`src/rtl/core/grbc_pkg.sv`:
```
// Package for the gyro rate bias correction block: the job item type passed
// from the front to the back, register indexes, divider sizes and constants.
// Depends on nothing; every other file of the block uses it by scoped names.
package grbc_pkg;

    // Configuration register indexes.
    localparam logic [7:0] REG_CAL_SAMPLES  = 8'd0;
    localparam logic [7:0] REG_SENSOR_READY = 8'd1;

    localparam logic [15:0] CAL_SAMPLES_RESET = 16'd200;

    // Default depth of the job queue between front and back.
    localparam int QUEUE_DEPTH = 2;

    // Bias divider: 16-bit divisor, 24 quotient bits, one bit per cycle.
    // The dividend is known to be below den * 2**24, so it fits in 40 bits.
    localparam int DIV_DEN_W = 16;
    localparam int DIV_Q_W   = 24;
    localparam int DIV_NUM_W = DIV_DEN_W + DIV_Q_W;

    // Sensitivity 65.5 LSB per deg/s: rate = diff * 2 / 131.
    localparam int SENS_DEN  = 131;
    localparam int SENS_HALF = SENS_DEN / 2;

    // Division by 131 as a multiplication: 2**34 / 131 rounded up gives the
    // exact quotient for every numerator below 2**28.
    localparam int          SENS_SHIFT = 34;
    localparam logic [26:0] SENS_RECIP = 27'd131144040;

    // Work that the back has to carry out for one item.
    typedef enum logic [1:0] {
        OP_NONE,
        OP_BIAS,
        OP_RATE
    } op_t;

    typedef struct packed {
        op_t                op;
        logic signed [15:0] raw;
        logic signed [31:0] sum;
        logic [15:0]        good;
        logic [15:0]        fail_count;
        logic               cal_done;
        logic               cal_ok;
    } job_t;

endpackage

```
`src/rtl/core/grbc_front.sv`:
```
// Front of the gyro rate bias correction block: configuration registers,
// calibration counters and the failure run; turns each item into a job.
// Depends on grbc_pkg.
module grbc_front (
    input  logic              aclk,
    input  logic              aresetn,
    // Configuration write channel.
    input  logic              cfg_valid,
    output logic              cfg_ready,
    input  logic [7:0]        cfg_index,
    input  logic [15:0]       cfg_data,
    // Input item channel.
    input  logic              s_valid,
    output logic              s_ready,
    input  logic              s_command,
    input  logic signed [15:0] s_raw_rate,
    input  logic              s_read_ok,
    // Job queue side.
    input  logic              q_full,
    output logic              q_push,
    output grbc_pkg::job_t    q_job
);

    logic [15:0]        cal_samples_reg;
    logic               sensor_ready_reg;
    logic signed [31:0] cal_sum_reg, cal_sum_next;
    logic [15:0]        cal_good_reg, cal_good_next;
    logic [15:0]        cal_attempts_reg, cal_attempts_next;
    logic [15:0]        fail_run_reg, fail_run_next;

    logic               accept;
    logic signed [31:0] sum_upd;
    logic [15:0]        good_upd;
    logic [16:0]        att_upd;
    logic               run_done;
    logic               bias_ok;
    logic               meas_fail;

    assign cfg_ready = 1'b1;
    assign s_ready   = !q_full;
    assign accept    = s_valid && s_ready;
    assign q_push    = accept;

    // Classify the item, update the counters and build its job.
    always_comb begin
        sum_upd   = cal_sum_reg + (s_read_ok ? 32'(s_raw_rate) : 32'sd0);
        good_upd  = cal_good_reg + {15'd0, s_read_ok};
        att_upd   = {1'b0, cal_attempts_reg} + 17'd1;
        run_done  = att_upd >= {1'b0, cal_samples_reg};
        bias_ok   = (good_upd != 16'd0) && (good_upd >= {1'b0, cal_samples_reg[15:1]});
        meas_fail = !sensor_ready_reg || !s_read_ok;

        cal_sum_next      = cal_sum_reg;
        cal_good_next     = cal_good_reg;
        cal_attempts_next = cal_attempts_reg;
        fail_run_next     = fail_run_reg;

        q_job.op         = grbc_pkg::OP_NONE;
        q_job.raw        = s_raw_rate;
        q_job.sum        = sum_upd;
        q_job.good       = good_upd;
        q_job.cal_done   = 1'b0;
        q_job.cal_ok     = 1'b0;

        if (!s_command) begin
            // Calibration sample: a run ends once the attempts reach the target.
            if (run_done) begin
                q_job.cal_done    = 1'b1;
                q_job.cal_ok      = bias_ok;
                q_job.op          = bias_ok ? grbc_pkg::OP_BIAS : grbc_pkg::OP_NONE;
                cal_sum_next      = 32'sd0;
                cal_good_next     = 16'd0;
                cal_attempts_next = 16'd0;
            end else begin
                cal_sum_next      = sum_upd;
                cal_good_next     = good_upd;
                cal_attempts_next = att_upd[15:0];
            end
        end else begin
            // Measurement sample: failures count up and saturate; a good one clears the run and asks for a rate.
            if (meas_fail) begin
                if (fail_run_reg != 16'hFFFF) begin
                    fail_run_next = fail_run_reg + 16'd1;
                end
            end else begin
                fail_run_next = 16'd0;
                q_job.op      = grbc_pkg::OP_RATE;
            end
        end

        q_job.fail_count = fail_run_next;
    end

    // Configuration registers.
    always_ff @(posedge aclk) begin
        if (!aresetn) begin
            cal_samples_reg  <= grbc_pkg::CAL_SAMPLES_RESET;
            sensor_ready_reg <= 1'b0;
        end else if (cfg_valid && cfg_ready) begin
            if (cfg_index == grbc_pkg::REG_CAL_SAMPLES) begin
                cal_samples_reg <= cfg_data;
            end else if (cfg_index == grbc_pkg::REG_SENSOR_READY) begin
                sensor_ready_reg <= cfg_data[0];
            end
        end
    end

    // Calibration and failure state.
    always_ff @(posedge aclk) begin
        if (!aresetn) begin
            cal_sum_reg      <= 32'sd0;
            cal_good_reg     <= 16'd0;
            cal_attempts_reg <= 16'd0;
            fail_run_reg     <= 16'd0;
        end else if (accept) begin
            cal_sum_reg      <= cal_sum_next;
            cal_good_reg     <= cal_good_next;
            cal_attempts_reg <= cal_attempts_next;
            fail_run_reg     <= fail_run_next;
        end
    end

endmodule

```
`config.mk`:
```
export PLATFORM = sky130hd
export DESIGN_NAME = grbc_front
export DESIGN_NICKNAME = d
export VERILOG_FILES = /design/src/rtl/core/grbc_pkg.sv /design/src/rtl/core/grbc_front.sv
export SDC_FILE = /design/constraint.sdc
export NUM_CORES = 1
export LEC_CHECK = 0
export BUFFER_PORTS_ARGS = -buffer_cell sky130_fd_sc_hd__buf_2
export CAP_MARGIN = 5
export CORE_MARGIN = 2
export CORE_UTILIZATION = 45
export DETAILED_ROUTE_END_ITERATION = 6
export GPL_TIMING_DRIVEN = 0
export PLACE_DENSITY = 0.69
export SLEW_MARGIN = 20
export SYNTH_ARGS = -nofsm -noshare
export SYNTH_HDL_FRONTEND = slang
export SYNTH_SLANG_ARGS = --single-unit
```
`constraint.sdc`:
```
create_clock -name aclk -period 10.7 [get_ports aclk]
set_input_delay 3.21 -clock aclk [delete_from_list [all_inputs] [get_ports aclk]]
set_output_delay 3.21 -clock aclk [all_outputs]
set_load 0.01 [all_outputs]
```
# ---- After elaboration in Yosys (flattened, before gate mapping)
# Cells that the tools add are included.
dict set report classes {
  add_sub_neg 4
  order_cmp 2
  eq_ne 2
  n_mux 13
  n_bitwise 2
  n_reduce_logical 11
}
# op n
set op_table {}
lappend op_table {{16-bit two-way mux} 5}
lappend op_table {{32-bit two-way mux} 2}
lappend op_table {{32-bit adder} 1}
lappend op_table {{16-bit by 1-bit adder with 17-bit output, second input constant} 1}
lappend op_table {{17-bit by 16-bit greater-or-equal comparator with 1-bit output} 1}
lappend op_table {{16-bit by 1-bit adder with 16-bit output} 1}
lappend op_table {{16-bit by 1-bit adder with 16-bit output, second input constant} 1}
lappend op_table {{16-bit by 15-bit greater-or-equal comparator with 1-bit output} 1}
lappend op_table {{16-bit != test, second input constant} 1}
lappend op_table {{16-bit nonzero test} 1}
lappend op_table {{8-bit by 1-bit == test with 1-bit output, second input constant} 1}
lappend op_table {{8-bit zero test} 1}
lappend op_table {{2-bit two-way mux} 4}
lappend op_table {{2-bit AND reduction} 2}
lappend op_table {{1-bit zero test} 3}
lappend op_table {{3-bit AND reduction} 1}
lappend op_table {{1-bit logical AND} 2}
lappend op_table {{1-bit two-way mux} 2}
lappend op_table {{1-bit inverter} 2}
lappend op_table {{1-bit logical OR} 1}
dict set report word_totals {
  reg_bits 97
  wordCells 40
}

# ---- Logic depth before layout (Yosys ltp)
dict set report depth {
  depth_word 6
  mapped_depth 17
  mapped_depth_nobuf 16
}

# ---- Least setup slack after synthesis
# Ideal clock, no wire load.
dict set report synth_timing {
  kind {in2out}
  start {in s_read_ok}
  end {out q_job[82] in the netlist's numbering}
  arrival_ps 5659
  required_time_ps 7490
  path_slack_ps 1831
  path_stages 13
  cell_sequence {ha_1 -> ha_1 -> and4_1 -> clkbuf_1 -> nand4_1 -> xnor2_1 -> ha_1 -> o21a_1 -> o21ai_0 -> nor3_1 -> o31ai_1 -> a21boi_1 -> buf_4}
}
# element line_no
set synth_lines {}
lappend synth_lines {{from (decl)} grbc_front.sv:17} ;# input logic s_read_ok,
lappend synth_lines {{to (decl)} grbc_front.sv:21} ;# output grbc_pkg::job_t q_job

==> impl_results.md <==
* Critical hold path startpoint: cal_sum_reg[26]
* Worst R2R Path Depth at 16
* Largest net degree at the start of global routing at 18
* Final Slew Violations at 0
* Skew final at 0.0108 ns
* R2R setup slack at 6.84 ns
* Crit. Startpoint: s_read_ok
* Final Cell Area at 8590 sq um
* GRT overflow at 0
* Horiz. Die Dim at 132 microns
* Lkg Pwr at 3.75 nW
* Max_slew headroom at 0.496
* Clock slew at reported path FFs at 0.07 ns
* Global-route wire length before repair at 32,500 microns
* Syn_nets at 1,036
* Num CTS Buffers at 9
* Row Count at 46
* PwrDens at 94.2 nW/um^2
* Final wirelength at 19,900 microns
* Avg Inst Size Synth at 8.00 sq um
* Critical-path cell list: buf_2 -> ha_1 -> ha_1 -> and4_1 -> clkbuf_1 -> nand4_1 -> xnor2_1 -> ha_1 -> o21a_1 -> o21ai_0 -> nor3_1 -> o31ai_1 -> a21boi_1 -> buf_4 -> buf_2
* Post-Syn Instances at 922
* Share of the synthesized area in the top cell type at 0.263
* Die area at 17,400 sq um
* ANT nets after route at 0
* Critical Path Sink Type: output pin
* DIE HEIGHT at 132 microns
* NumNets Final at 1,179
* H-tree lvl count at 3
* Synth cell types at 71
* Port Buffers at 132
* Vias post-DR at 7,047
* Synth warnings at 0
* Number of enable flip-flop cells after synthesis at 0
* Setup TNS at 0 ns
* WP data required at 7.49 ns
* Area contributors post-synth: dfxtp_1 26%, ha_1 11%, nand2_1 5.3%, xnor2_1 4.5%, a21boi_0 4.2%
* Hold bufs inserted after CTS at 0
* Worst Hold Class: reg2reg
* Drt drc at 0
* Max Cap Viol at 0
* Post-DP HPWL at 15,300 microns
* GP Congestion at 0.897
* Worst setup SP type: input port
* Status: finished, final reports clean
* # setup viols final at 0
* Post-CTS resize count at 0
* Maximum fanout along the worst path at 10
* RSZ-0062 raised after global routing: no
* # IOs at 134
* # fillers at 1,572
* Max FFs per register at 32
* Synth cell count leaders: 104 x nand2_1, 97 x dfxtp_1, 66 x ha_1, 53 x nand3_1, 52 x a21oi_1
* Iter 0 DRT Violations at 456
* Worst Max-Slew Pin Slew at 0.755 ns
* Share of layout cells above drive strength 1 at 0.185
* Synthesized cell area at 7370 sq um
* Antenna cells at 0
* Fin Hold WS at 0.465 ns
* Via density per instance at 5.48
* WS Path Type: in2out
* Hold Fails Final Rpt at 0
* Placed cell areas at 8300 sq um
* Initial Utilization at 0.462
* Clock tree buffer depth at 2
* Cell accounting for the most synthesized area: dfxtp_1
* Most frequent cell after synthesis: nand2_1
* Yosys reg bits at 97
* Arrival @ worst endpoint at 6.78 ns
* GRT Total Usage at 0.226
* Initial antenna violation count at 0
* Most used cell, CP: ha_1
* Minimum clock period at 9.99 ns
* Worst r2r dst: cal_sum_reg[26]
* Main flop type after synthesis: dfxtp_1
* Peak supply drop at 0.0734 mV
* Fmax at 0.100 GHz
* Area grow syn2layout at 16.6%
* Synth async-reset ratio at 0
* Drt first pass iters at 5
* Fin crit share at 0.934
* Root Driver: clkbuf_16
* CTS tree: yes
* Core area at 15,900 sq um
* Seq/Total Area, Yosys at 0.263
* Slowest cell delay on critical path at 0.56 ns
* Slowest cell on the critical path: xnor2_1
* CTS Sinks at 97
* Number of global-route vias before repair at 6,613
* Clk Latency, worst-skew pair at 0.36 ns
* Post-CTS Setup Inserts at 0
* Routed WL per cell at 15.5 microns
* RR Startpoint: cal_attempts_reg[0]
* CP endpoint: q_job[82]
-- cells by family (layout without fill, tap and decap cells) --
kind of cell,after synthesis,after routing,share of synthesized area
other,1,1,0.000509
XOR/XNOR,69,69,0.0820
AO/OA/AOI/OAI,232,232,0.215
multiplexers,16,16,0.0217
buffers and inverters,99,247,0.0626
adder cells (fa/ha/maj),67,67,0.115
flip-flops,97,97,0.263
AND/OR/NAND/NOR,341,341,0.240
-- report_power, final --
group | internal [mW] | switching [mW] | leakage (nW)
clock network | 0.172 | 0.155 | 0.138
logic | 0.0479 | 0.0676 | 2.83
registers | 0.365 | 0.00278 | 0.783
-- metal layers --
layer,vias to the layer above,GRT usage,share of wire
li1,3574,-,-
met1,3276,0.290,0.47
met3,27,0.0384,0.048
met2,170,0.387,0.46
met5,-,0,0
met4,0,0.0688,0.018
-- cell usage in the layout (no fill, tap or decap), types with 5 or more instances in the layout --
cell         n
a211oi_1     5
a21boi_0    41
a21boi_1     9
a21o_1       9
a21oi_1     52
a22o_1      13
a31oi_1      6
and2_1      20
and3_1      18
buf_2      139
buf_4       21
clkbuf_1    33
clkbuf_16    9
dfxtp_1     97
ha_1        66
inv_1       33
mux2i_1     16
nand2_1    104
nand2b_1     5
nand3_1     53
nand3b_1     9
nand4_1     15
nor2_1      39
nor2b_1     31
nor3_1      18
nor4_1       7
o211ai_1     9
o21a_1      10
o21ai_0     38
o31ai_1      6
xnor2_1     38
xor2_1      31
-- area by class of cell --
type	count	area [sq um]	area share
Buffer	66	338	0.0393
Clock buffer	11	253	0.0294
Clock inverter	5	37.5	0.00437
Inverter	33	124	0.0144
Multi-Input combinational cell	726	4970	0.578
Sequential cell	97	1940	0.226
Tap cell	216	270	0.0315
Timing Repair Buffer	132	661	0.0769
-- critical path, delay by kind of cell --
family | cells | cell delay (ns)
buffers and inverters | 4 | 0.80
XOR/XNOR | 1 | 0.56
AND/OR/NAND/NOR | 3 | 0.45
AO/OA/AOI/OAI | 4 | 0.86
adder cells (fa/ha/maj) | 3 | 0.89
-- worst min path at each step --
stage	endpoint	slack, ns	cells past startpoint
finish	cal_sum_reg[26]	0.47	2
global route	cal_sum_reg[26]	0.49	2
CTS	cal_sum_reg[26]	0.47	2
detailed placement	cal_sum_reg[26]	0.45	2
global placement	cal_sum_reg[4]	0.45	2
floorplan	cal_sum_reg[26]	0.43	2
-- through the flow --
step	power, mW	worst slack [ns]	instances	utilization
final	0.810	0.712	1286	0.539
after global routing	0.838	0.469	1286	0.539
after CTS	0.815	0.689	1286	0.539
after detailed placement	0.491	0.723	1270	0.521
after global placement	0.490	0.722	1270	0.521
after floorplan	0.448	1.83	922	-
Note: power is estimated with default switching activity, not from simulation.
