## src/rtl/core/grbc_pkg.sv

```systemverilog
// Package for the gyro rate bias correction block: the job item type passed
// from the front to the back, register indexes, divider sizes and constants.
// Depends on nothing; every other file of the block uses it by scoped names.
package grbc_pkg;

    // Configuration register indexes.
    localparam logic [7:0] REG_CAL_SAMPLES  = 8'd0;
    localparam logic [7:0] REG_SENSOR_READY = 8'd1;

    localparam logic [15:0] CAL_SAMPLES_RESET = 16'd200;

    // Default depth of the job queue between front and back.
    localparam int QUEUE_DEPTH = 2;

    // Bias divider: 16-bit divisor, 24 quotient bits, one bit per cycle.
    // The dividend is known to be below den * 2**24, so it fits in 40 bits.
    localparam int DIV_DEN_W = 16;
    localparam int DIV_Q_W   = 24;
    localparam int DIV_NUM_W = DIV_DEN_W + DIV_Q_W;

    // Sensitivity 65.5 LSB per deg/s: rate = diff * 2 / 131.
    localparam int SENS_DEN  = 131;
    localparam int SENS_HALF = SENS_DEN / 2;

    // Division by 131 as a multiplication: 2**34 / 131 rounded up gives the
    // exact quotient for every numerator below 2**28.
    localparam int          SENS_SHIFT = 34;
    localparam logic [26:0] SENS_RECIP = 27'd131144040;

    // Work that the back has to carry out for one item.
    typedef enum logic [1:0] {
        OP_NONE,
        OP_BIAS,
        OP_RATE
    } op_t;

    typedef struct packed {
        op_t                op;
        logic signed [15:0] raw;
        logic signed [31:0] sum;
        logic [15:0]        good;
        logic [15:0]        fail_count;
        logic               cal_done;
        logic               cal_ok;
    } job_t;

endpackage

```

## src/rtl/core/grbc_queue.sv

```systemverilog
// Job queue between the front and the back of the gyro rate bias correction
// block; a small register FIFO. Depends on grbc_pkg.
module grbc_queue #(
    parameter int DEPTH = grbc_pkg::QUEUE_DEPTH
) (
    input  logic           aclk,
    input  logic           aresetn,
    input  logic           push,
    input  grbc_pkg::job_t push_job,
    output logic           full,
    input  logic           pop,
    output grbc_pkg::job_t pop_job,
    output logic           empty
);

    localparam int PTR_W = $clog2(DEPTH);
    localparam int CNT_W = $clog2(DEPTH + 1);

    grbc_pkg::job_t   mem_reg [DEPTH];
    logic [PTR_W-1:0] wr_ptr_reg;
    logic [PTR_W-1:0] rd_ptr_reg;
    logic [CNT_W-1:0] count_reg;

    assign full    = count_reg == CNT_W'(DEPTH);
    assign empty   = count_reg == '0;
    assign pop_job = mem_reg[rd_ptr_reg];

    // Entry storage.
    always_ff @(posedge aclk) begin
        if (push) begin
            mem_reg[wr_ptr_reg] <= push_job;
        end
    end

    // Pointers and fill count.
    always_ff @(posedge aclk) begin
        if (!aresetn) begin
            wr_ptr_reg <= '0;
            rd_ptr_reg <= '0;
            count_reg  <= '0;
        end else begin
            if (push) begin
                wr_ptr_reg <= (wr_ptr_reg == PTR_W'(DEPTH - 1)) ? '0 : wr_ptr_reg + 1'b1;
            end
            if (pop) begin
                rd_ptr_reg <= (rd_ptr_reg == PTR_W'(DEPTH - 1)) ? '0 : rd_ptr_reg + 1'b1;
            end
            if (push && !pop) begin
                count_reg <= count_reg + 1'b1;
            end else if (pop && !push) begin
                count_reg <= count_reg - 1'b1;
            end
        end
    end

endmodule

```

## config.mk

```make
export PLATFORM = sky130hd
export DESIGN_NAME = grbc_queue
export DESIGN_NICKNAME = d
export VERILOG_FILES = /design/src/rtl/core/grbc_pkg.sv /design/src/rtl/core/grbc_queue.sv
export SDC_FILE = /design/constraint.sdc
export NUM_CORES = 1
export LEC_CHECK = 0
export ABC_CLOCK_PERIOD_IN_PS = 13300
export BUFFER_PORTS_ARGS = -buffer_cell sky130_fd_sc_hd__buf_4
export CAP_MARGIN = 20
export CORE_MARGIN = 4
export CORE_UTILIZATION = 40
export CTS_BUF_LIST = sky130_fd_sc_hd__clkbuf_8
export CTS_CLUSTER_DIAMETER = 80
export DETAILED_ROUTE_END_ITERATION = 16
export PLACE_DENSITY = 0.63
export SYNTH_ARGS = -nofsm -noshare
export SYNTH_HDL_FRONTEND = slang
export SYNTH_SLANG_ARGS = --single-unit
```

## constraint.sdc

```tcl
create_clock -name aclk -period 13.3 [get_ports aclk]
set_input_delay 1.33 -clock aclk [delete_from_list [all_inputs] [get_ports aclk]]
set_output_delay 1.33 -clock aclk [all_outputs]
set_load 0.03 [all_outputs]
```

Word-level counts from Yosys, hierarchy flattened:

Memory sizes are Yosys's and may differ from the RTL's. A register that Yosys moved wholly into a read port is not among the register bits.
Index checks and enable logic that the tools add are counted.

* memories: 1
* RAM bits: 168
* word-level logic and storage cells: 23
* flip-flop bits (word level): 4
* input bits: 88
* output and inout port bits: 86

Memories
* mem_reg: words 2, bits a word 84, rd ports 1, clocked after Yosys merged registers in 1, write ports 1, RTL line grbc_queue.sv:19 `grbc_pkg::job_t mem_reg [DEPTH];`

* equal/unequal tests: 1
* add/sub/neg operators: 4
* multiplexer cells: 8
* reduce and logical (&&, ||, !) cells: 6

Operator list (number)
* two-way mux 1 bit: 6
* two-way mux 2 bit: 2
* adder 1 bit (second input constant): 2
* adder 2 x 1 -> 2 bit (second input constant): 1
* equality test 2 bit (second input constant): 1
* logical AND 1 bit: 2
* zero test 1 bit: 2
* zero test 2 bit: 1
* nonzero test 2 bit: 1
* subtractor 2 x 1 -> 2 bit (second input constant): 1

Depth between registers and ports, before layout:

Gate-level depths: netlist of run 1.

* word-level depth: 4
* mapped depth: 5
* depth with buffers taken out: 5

Worst setup path after synthesis of run 1:

Ideal clock, no wire load.

* kind: input to register
* start: input push
* end: memory mem_reg[0][0] (netlist bit) (enable)
* path buffers: 0
* data required time: 12762 ps
* setup time: 538 ps
* stages: 1
* slack: 7733 ps
* data arrival time: 5030 ps
* path through: nor2b_1

* longest elaborated chain between the ends: 2

Ends and longest elaborated chain
* from (decl): RTL line grbc_queue.sv:8 `input logic push,`
* two-way mux 1 bit: RTL line grbc_queue.sv:30 `if (push) begin`
* two-way mux 1 bit (not written as such): RTL line grbc_queue.sv:31 `mem_reg[wr_ptr_reg] <= push_job;`
* to (decl): RTL line grbc_queue.sv:19

Every way passes these cells.

==> run metrics, run 1 <==
FF-to-FF End mem_reg[1][17]$_DFFE_PP_; post-route cell area slightly above 8000 µm²; largest net degree at the start of global routing 59; status finished, final reports clean; Layout area overhead 31.61%; final setup vio count 0; post-synthesis sequential area ratio 0.8168; root buffer cell clkbuf_8; first drt pass iteration count 4; worst rel slew slack 0.5799; FFs w/ async S/R, synth 0; Startpoint Class flop; Netlist cell types 17; Post-CTS Setup Inserts 0; launch point of the worst reg-to-reg path wr_ptr_reg$_SDFFE_PN0P_; maximum clock frequency 290.9 MHz; max FFs per register around 170; Yosys warnings 0; critical path required time 11.97 ns; CTS Buf Count 17; Sink Count about 170; ANT cells 0; Synth area leader edfxtp_1; total grt overflow 0; Syn Nets approximately 370; Seq cells post-synth 173; PostCTS Resize Cnt 0; RSZ-0062 raised after global routing false; die span in y 133.5 µm; fin nets 560; IO Pins between 150 and 200; period utilization 0.2584; Worst EP arrival 2.11 ns; WL final around 12000 µm; Die Wd between 100 and 150 µm; reg2reg path depth 3; Post-Synthesis Cells approximately 280; min Tclk post-route between 3 and 4 ns; clock-pin slew on the worst setup and hold paths ~0.080 ns; DR vias 3204; Routed wire per std cell around 17 µm; most frequent cells after synthesis edfxtp_1, mux2_2, buf_6; hold_sp count_reg[1]$_SDFFE_PN0P_; initial drt markers 193; gr usage total 0.1350; crit path max fanout 45; # DRC 0; Avg Cell Area, Syn roughly 22 µm²; max cap viols 0; Detail Placement HPWL ~8000 µm; Power Density 145.0 nW/µm²; clock latency on the worst-skew pair around 0.43 ns; Initial Util 0.4113; ANT nets after route 0; Hold EP count_reg[1]$_SDFFE_PN0P_; first-pass GRT wire length around 18000 µm; hold path cells 2; final hold violation count 0; critical path type flop to primary output; Leak just over 3 nW; vias in the first global route ~3400; Avg Vias per Cell about 4.6; top cells by area, synth edfxtp_1, mux2_2, dfxtp_1; H-tree levels 4; Post-synth EDFFs between 150 and 200; hold bufs inserted after CTS 0; Synth top area share 0.8010; top-count cell post-synth edfxtp_1; I/O Buffers 173; worst-path cell chain buf_12 -> mux2_2 -> buf_4; Synth Cell Area around 6300 µm²; Core Rows 45; dpl cell area 7876 µm²; measured slew at the worst slew-check pin around 0.63 ns; top_reg_cell synth edfxtp_1; share of layout cells above drive strength 1 0.6054; critical path's slowest cell dfxtp_4; reg2reg setup slack ~12 ns; routability congestion estimate approximately 0.71; CTS Buffer Depth 2; Core Region ~15000 µm²; CTS tree built; Setup TNS 0 ns; HP Class flop to flop; Die ar. 17820 µm²; Max stage delay on crit path roughly 0.76 ns; Layout Skew 0.004684 ns; initial antenna violation count 0; Crit. End Element primary output; Slew Viols, Final 0; Max VDD drop between 60 and 70 µV
worst max path at each step:
stage	startpoint	depth (start not counted)	endpoint
2_1_floorplan	push	1	mem_reg[0][0]$_DFFE_PP_
3_3_place_gp	flop	2	pop_job[43]
3_5_place_dp	flop	3	pop_job[79]
4_1_cts	flop	3	pop_job[10]
5_1_grt	flop	3	pop_job[10]
6_report	flop	3	pop_job[8]
layout make-up:
type | count | area [µm²]
fill | 1270 | 7025
sequential | 173 | 5149
timing repair buffer | 178 | 1389
multi-input combinational | 100 | 1071
tap | 211 | 264.0
clock buffer | 17 | 234.0
clock inverter | 15 | 178.9
inverter | 1 | 3.754
per-stage QoR:
step / total power, mW / instances / util / worst slack (ns) / hold WS, ns
final: 1.202 / 695 / 0.5413 / 9.863 / 0.5235
after global routing: 1.254 / 695 / 0.5413 / 9.722 / 0.5485
after CTS: 1.221 / 695 / 0.5413 / 9.784 / 0.5307
after detailed placement: 0.8406 / 663 / 0.5143 / 10.29 / 0.5184
after global placement: 0.8343 / 660 / 0.5094 / 10.19 / 0.4792
after floorplan: 0.7638 / 283 / - / 7.733 / 0.4662
worst max-delay path: cells and delay by family (launching register included):
| kind | cells | cell delay, ns |
|---|---|---|
| buffers and inverters | 2 | 0.47 |
| DFF | 1 | 0.76 |
| muxes | 1 | 0.39 |
logic make-up after synthesis:
family | synth area share
AO/OA/AOI/OAI | 0.003179
XOR/XNOR | 0.004172
AND/OR/NAND/NOR | 0.008939
adder cells (fa/ha/maj) | 0.001986
buffers and inverters | 0.01470
flip-flops | 0.8168
multiplexers | 0.1502
where the power goes:
part	total, mW	internal [mW]	switching (mW)
Sequential	0.641	0.629	0.0119
Clock	0.378	0.201	0.176
Combinational	0.184	0.0821	0.102
routing by layer:
layer | GRT usage | wire [µm] | up-vias
li1 | - | - | 1492
met1 | 0.1731 | 5163 | 1585
met2 | 0.2116 | 5859 | 113
met3 | 0.04645 | 755 | 14
met4 | 0.05486 | 207 | 0
met5 | 0 | 0 | -
layout by cell type, fill, tap and decap left out, types with 2 or more instances in the layout:
cell type | netlist | routed
bufinv_16 | 0 | 4
edfxtp_1 | 168 | 168
clkinv_2 | 0 | 3
mux2_2 | 84 | 84
buf_4 | 0 | 175
xor2_1 | 2 | 2
dfxtp_1 | 5 | 4
clkinv_1 | 0 | 3
inv_1 | 1 | 3
buf_16 | 0 | 2
clkbuf_8 | 0 | 17
and2_1 | 4 | 3
Power figures use the tool's default switching activity.
==> run 2: changes to the inputs <==
Settings changed: ABC_CLOCK_PERIOD_IN_PS 13300 to 3500.
Clock period 13.3 ns to 3.5 ns, I/O delays scaled along.
==> run 2 against run 1 <==
  * Global-route usage shrank 0.15 points
  * Combinational power grew to 3.8 times the previous value
  * Sequential share of layout area grew 0.47 points
  * Critical path type unchanged
  * Largest cell class unchanged
  * Highest routed layer unchanged
==> run metrics, run 2 (synthesis gave the netlist of run 1 again) <==
max FFs per register 168 (unchanged); filler instances 1275 (was 1270); Core Region 15310 µm² (unchanged); root buffer cell clkbuf_8 (unchanged); Detail Placement HPWL 7748 µm (was 8030 µm); Multi-input gate area 1071 µm² (unchanged); launch point of the worst reg-to-reg path wr_ptr_reg$_SDFFE_PN0P_ (unchanged); critical path required time 3.15 ns (was 11.97 ns); PostCTS Resize Cnt 0 (unchanged); CP delay by family, top flip-flops (unchanged); reg2reg path depth 2 (was 3); clock-pin slew on the worst setup and hold paths 0.09 ns (was 0.08 ns); HP Class input pin to flop (was flop to flop); period utilization 0.7118; Max stage delay on crit path 0.81 ns (was 0.76 ns); WP buf/inv 2 (unchanged); dpl cell area 7846 µm² (was 7876 µm²); routability congestion estimate 0.6787 (was 0.7090); max cap viols 0 (unchanged); Die Wd 133.5 µm (unchanged); I/O Buffers 173 (unchanged); Leak 3.040 nW (was 3.086 nW); largest net degree at the start of global routing 82 (was 59); worst rel slew slack 0.5280 (was 0.5799); Initial Util 0.4113 (unchanged); min Tclk post-route roughly 2.5 ns; Int Pwr 3.327 mW (was 0.9119 mW); Layout Cells excl Fill 693 (was 695); register area 5149 µm² (unchanged); Setup WS post-layout 1.009 ns (was 9.863 ns); WL final 11870 µm (was 11990 µm); clock share of power 0.298 (was 0.314); Comb pwr share 0.156 (was 0.153); status finished, final reports clean (unchanged); RSZ-0062 raised after global routing false (unchanged); worst hold slack 0.07296 ns (was 0.5235 ns); Sink Count 173 (unchanged); post-route cell area 8227 µm² (was 8289 µm²); Post-CTS Setup Inserts 0 (unchanged); initial drt markers 142 (was 193); ANT nets after route 0 (unchanged); Power Density 541.8 nW/µm² (was 145.0 nW/µm²); share of layout cells above drive strength 1 0.6079 (was 0.6054); maximum clock frequency 401.4 MHz; Routed wire per std cell 17.12 µm (was 17.24 µm); hold_sp push_job[35] (was count_reg[1]$_SDFFE_PN0P_); final hold violation count 0 (unchanged); ANT cells 0 (unchanged); Worst EP arrival 2.14 ns (was 2.11 ns); Hold EP mem_reg[1][35]$_DFFE_PP_ (was count_reg[1]$_SDFFE_PN0P_); worst-path cell chain buf_12 -> mux2_2 -> buf_4 (unchanged); Max VDD drop 305.3 µV (was 69.29 µV); die span in y 133.5 µm (unchanged); DR vias 3211 (was 3204); CTS tree built (unchanged); FF-to-FF End mem_reg[1][69]$_DFFE_PP_ (was mem_reg[1][17]$_DFFE_PP_); reg2reg setup slack 1.87 ns (was 11.69 ns); critical path type flop to primary output (unchanged); fin nets 558 (was 560); Slew Viols, Final 0 (unchanged); Die ar. 17820 µm² (unchanged); sequential share of power 0.547 (was 0.533); Avg Vias per Cell 4.633 (was 4.610); Core Rows 45 (unchanged); DP Worst Slack 1.441 ns (was 10.29 ns); H-tree levels 4 (unchanged); Crit. End Element primary output (unchanged); commonest non-fill, non-tap cells in the layout buf_4, edfxtp_1, mux2_2 (unchanged); total grt overflow 0 (unchanged); Layout Skew 0.01283 ns (was 0.004684 ns); CTS Buffer Depth 2 (unchanged); placed insts 661 (was 663); clock latency on the worst-skew pair 0.45 ns (was 0.43 ns); final setup vio count 0 (unchanged); initial antenna violation count 0 (unchanged); # DRC 0 (unchanged); measured slew at the worst slew-check pin 0.7080 ns (was 0.6301 ns); power after layout 4.457 mW (was 1.202 mW); first-pass GRT wire length 18030 µm (was 18140 µm); crit path max fanout 50 (was 45); vias in the first global route 3450 (was 3385); Layout area overhead 30.61% (was 31.61%); hold path cells 1 (was 2); critical path's slowest cell dfxtp_4 (unchanged); hold bufs inserted after CTS 0 (unchanged); switch share 0.2535 (was 0.2415); first drt pass iteration count 4 (unchanged); Startpoint Class flop (unchanged); gr usage total 0.1334 (was 0.1350); Final Util 0.5372 (was 0.5413); Psw 1.130 mW (was 0.2904 mW); CTS Buf Count 17 (unchanged); IO Pins 174 (unchanged); commonest non-fill, non-tap cell in the layout buf_4 (unchanged); Setup TNS 0 ns (unchanged)
-- run 2: worst max path at each step --
stage / endpoint / slack, ns / from / cells past startpoint
floorplan: mem_reg[0][0]$_DFFE_PP_ / 0.50 / push / 1
global placement: pop_job[45] / 1.44 / flop / 3
detailed placement: pop_job[49] / 1.44 / flop / 3
CTS: pop_job[49] / 0.94 / flop / 3
global route: pop_job[49] / 0.87 / flop / 3
finish: pop_job[49] / 1.01 / flop / 3
-- run 2: power groups by stage --
stage               registers (mW)  clock network, mW  logic, mW
floorplan                     2.46                  0      0.438
global placement              2.48                  0      0.695
detailed placement            2.49                  0      0.702
CTS                           2.44               1.37      0.705
global route                  2.45               1.47      0.734
finish                        2.44               1.33      0.693
-- run 2: metal layers --
layer  GRT usage  part of all wire  wire length (µm)
met4     0.04629             0.010               124
met5           0                 0                 0
met2      0.2111              0.48              5688
met3     0.05702             0.088              1040
met1      0.1656              0.42              5013
-- run 2: area by class of cell --
cell class / count / area share
tap: 211 / 0.03209
timing repair buffer: 176 / 0.1652
multi-input combinational: 100 / 0.1302
sequential: 173 / 0.6259
clock inverter: 15 / 0.01779
inverter: 1 / 0.0004563
clock buffer: 17 / 0.02844
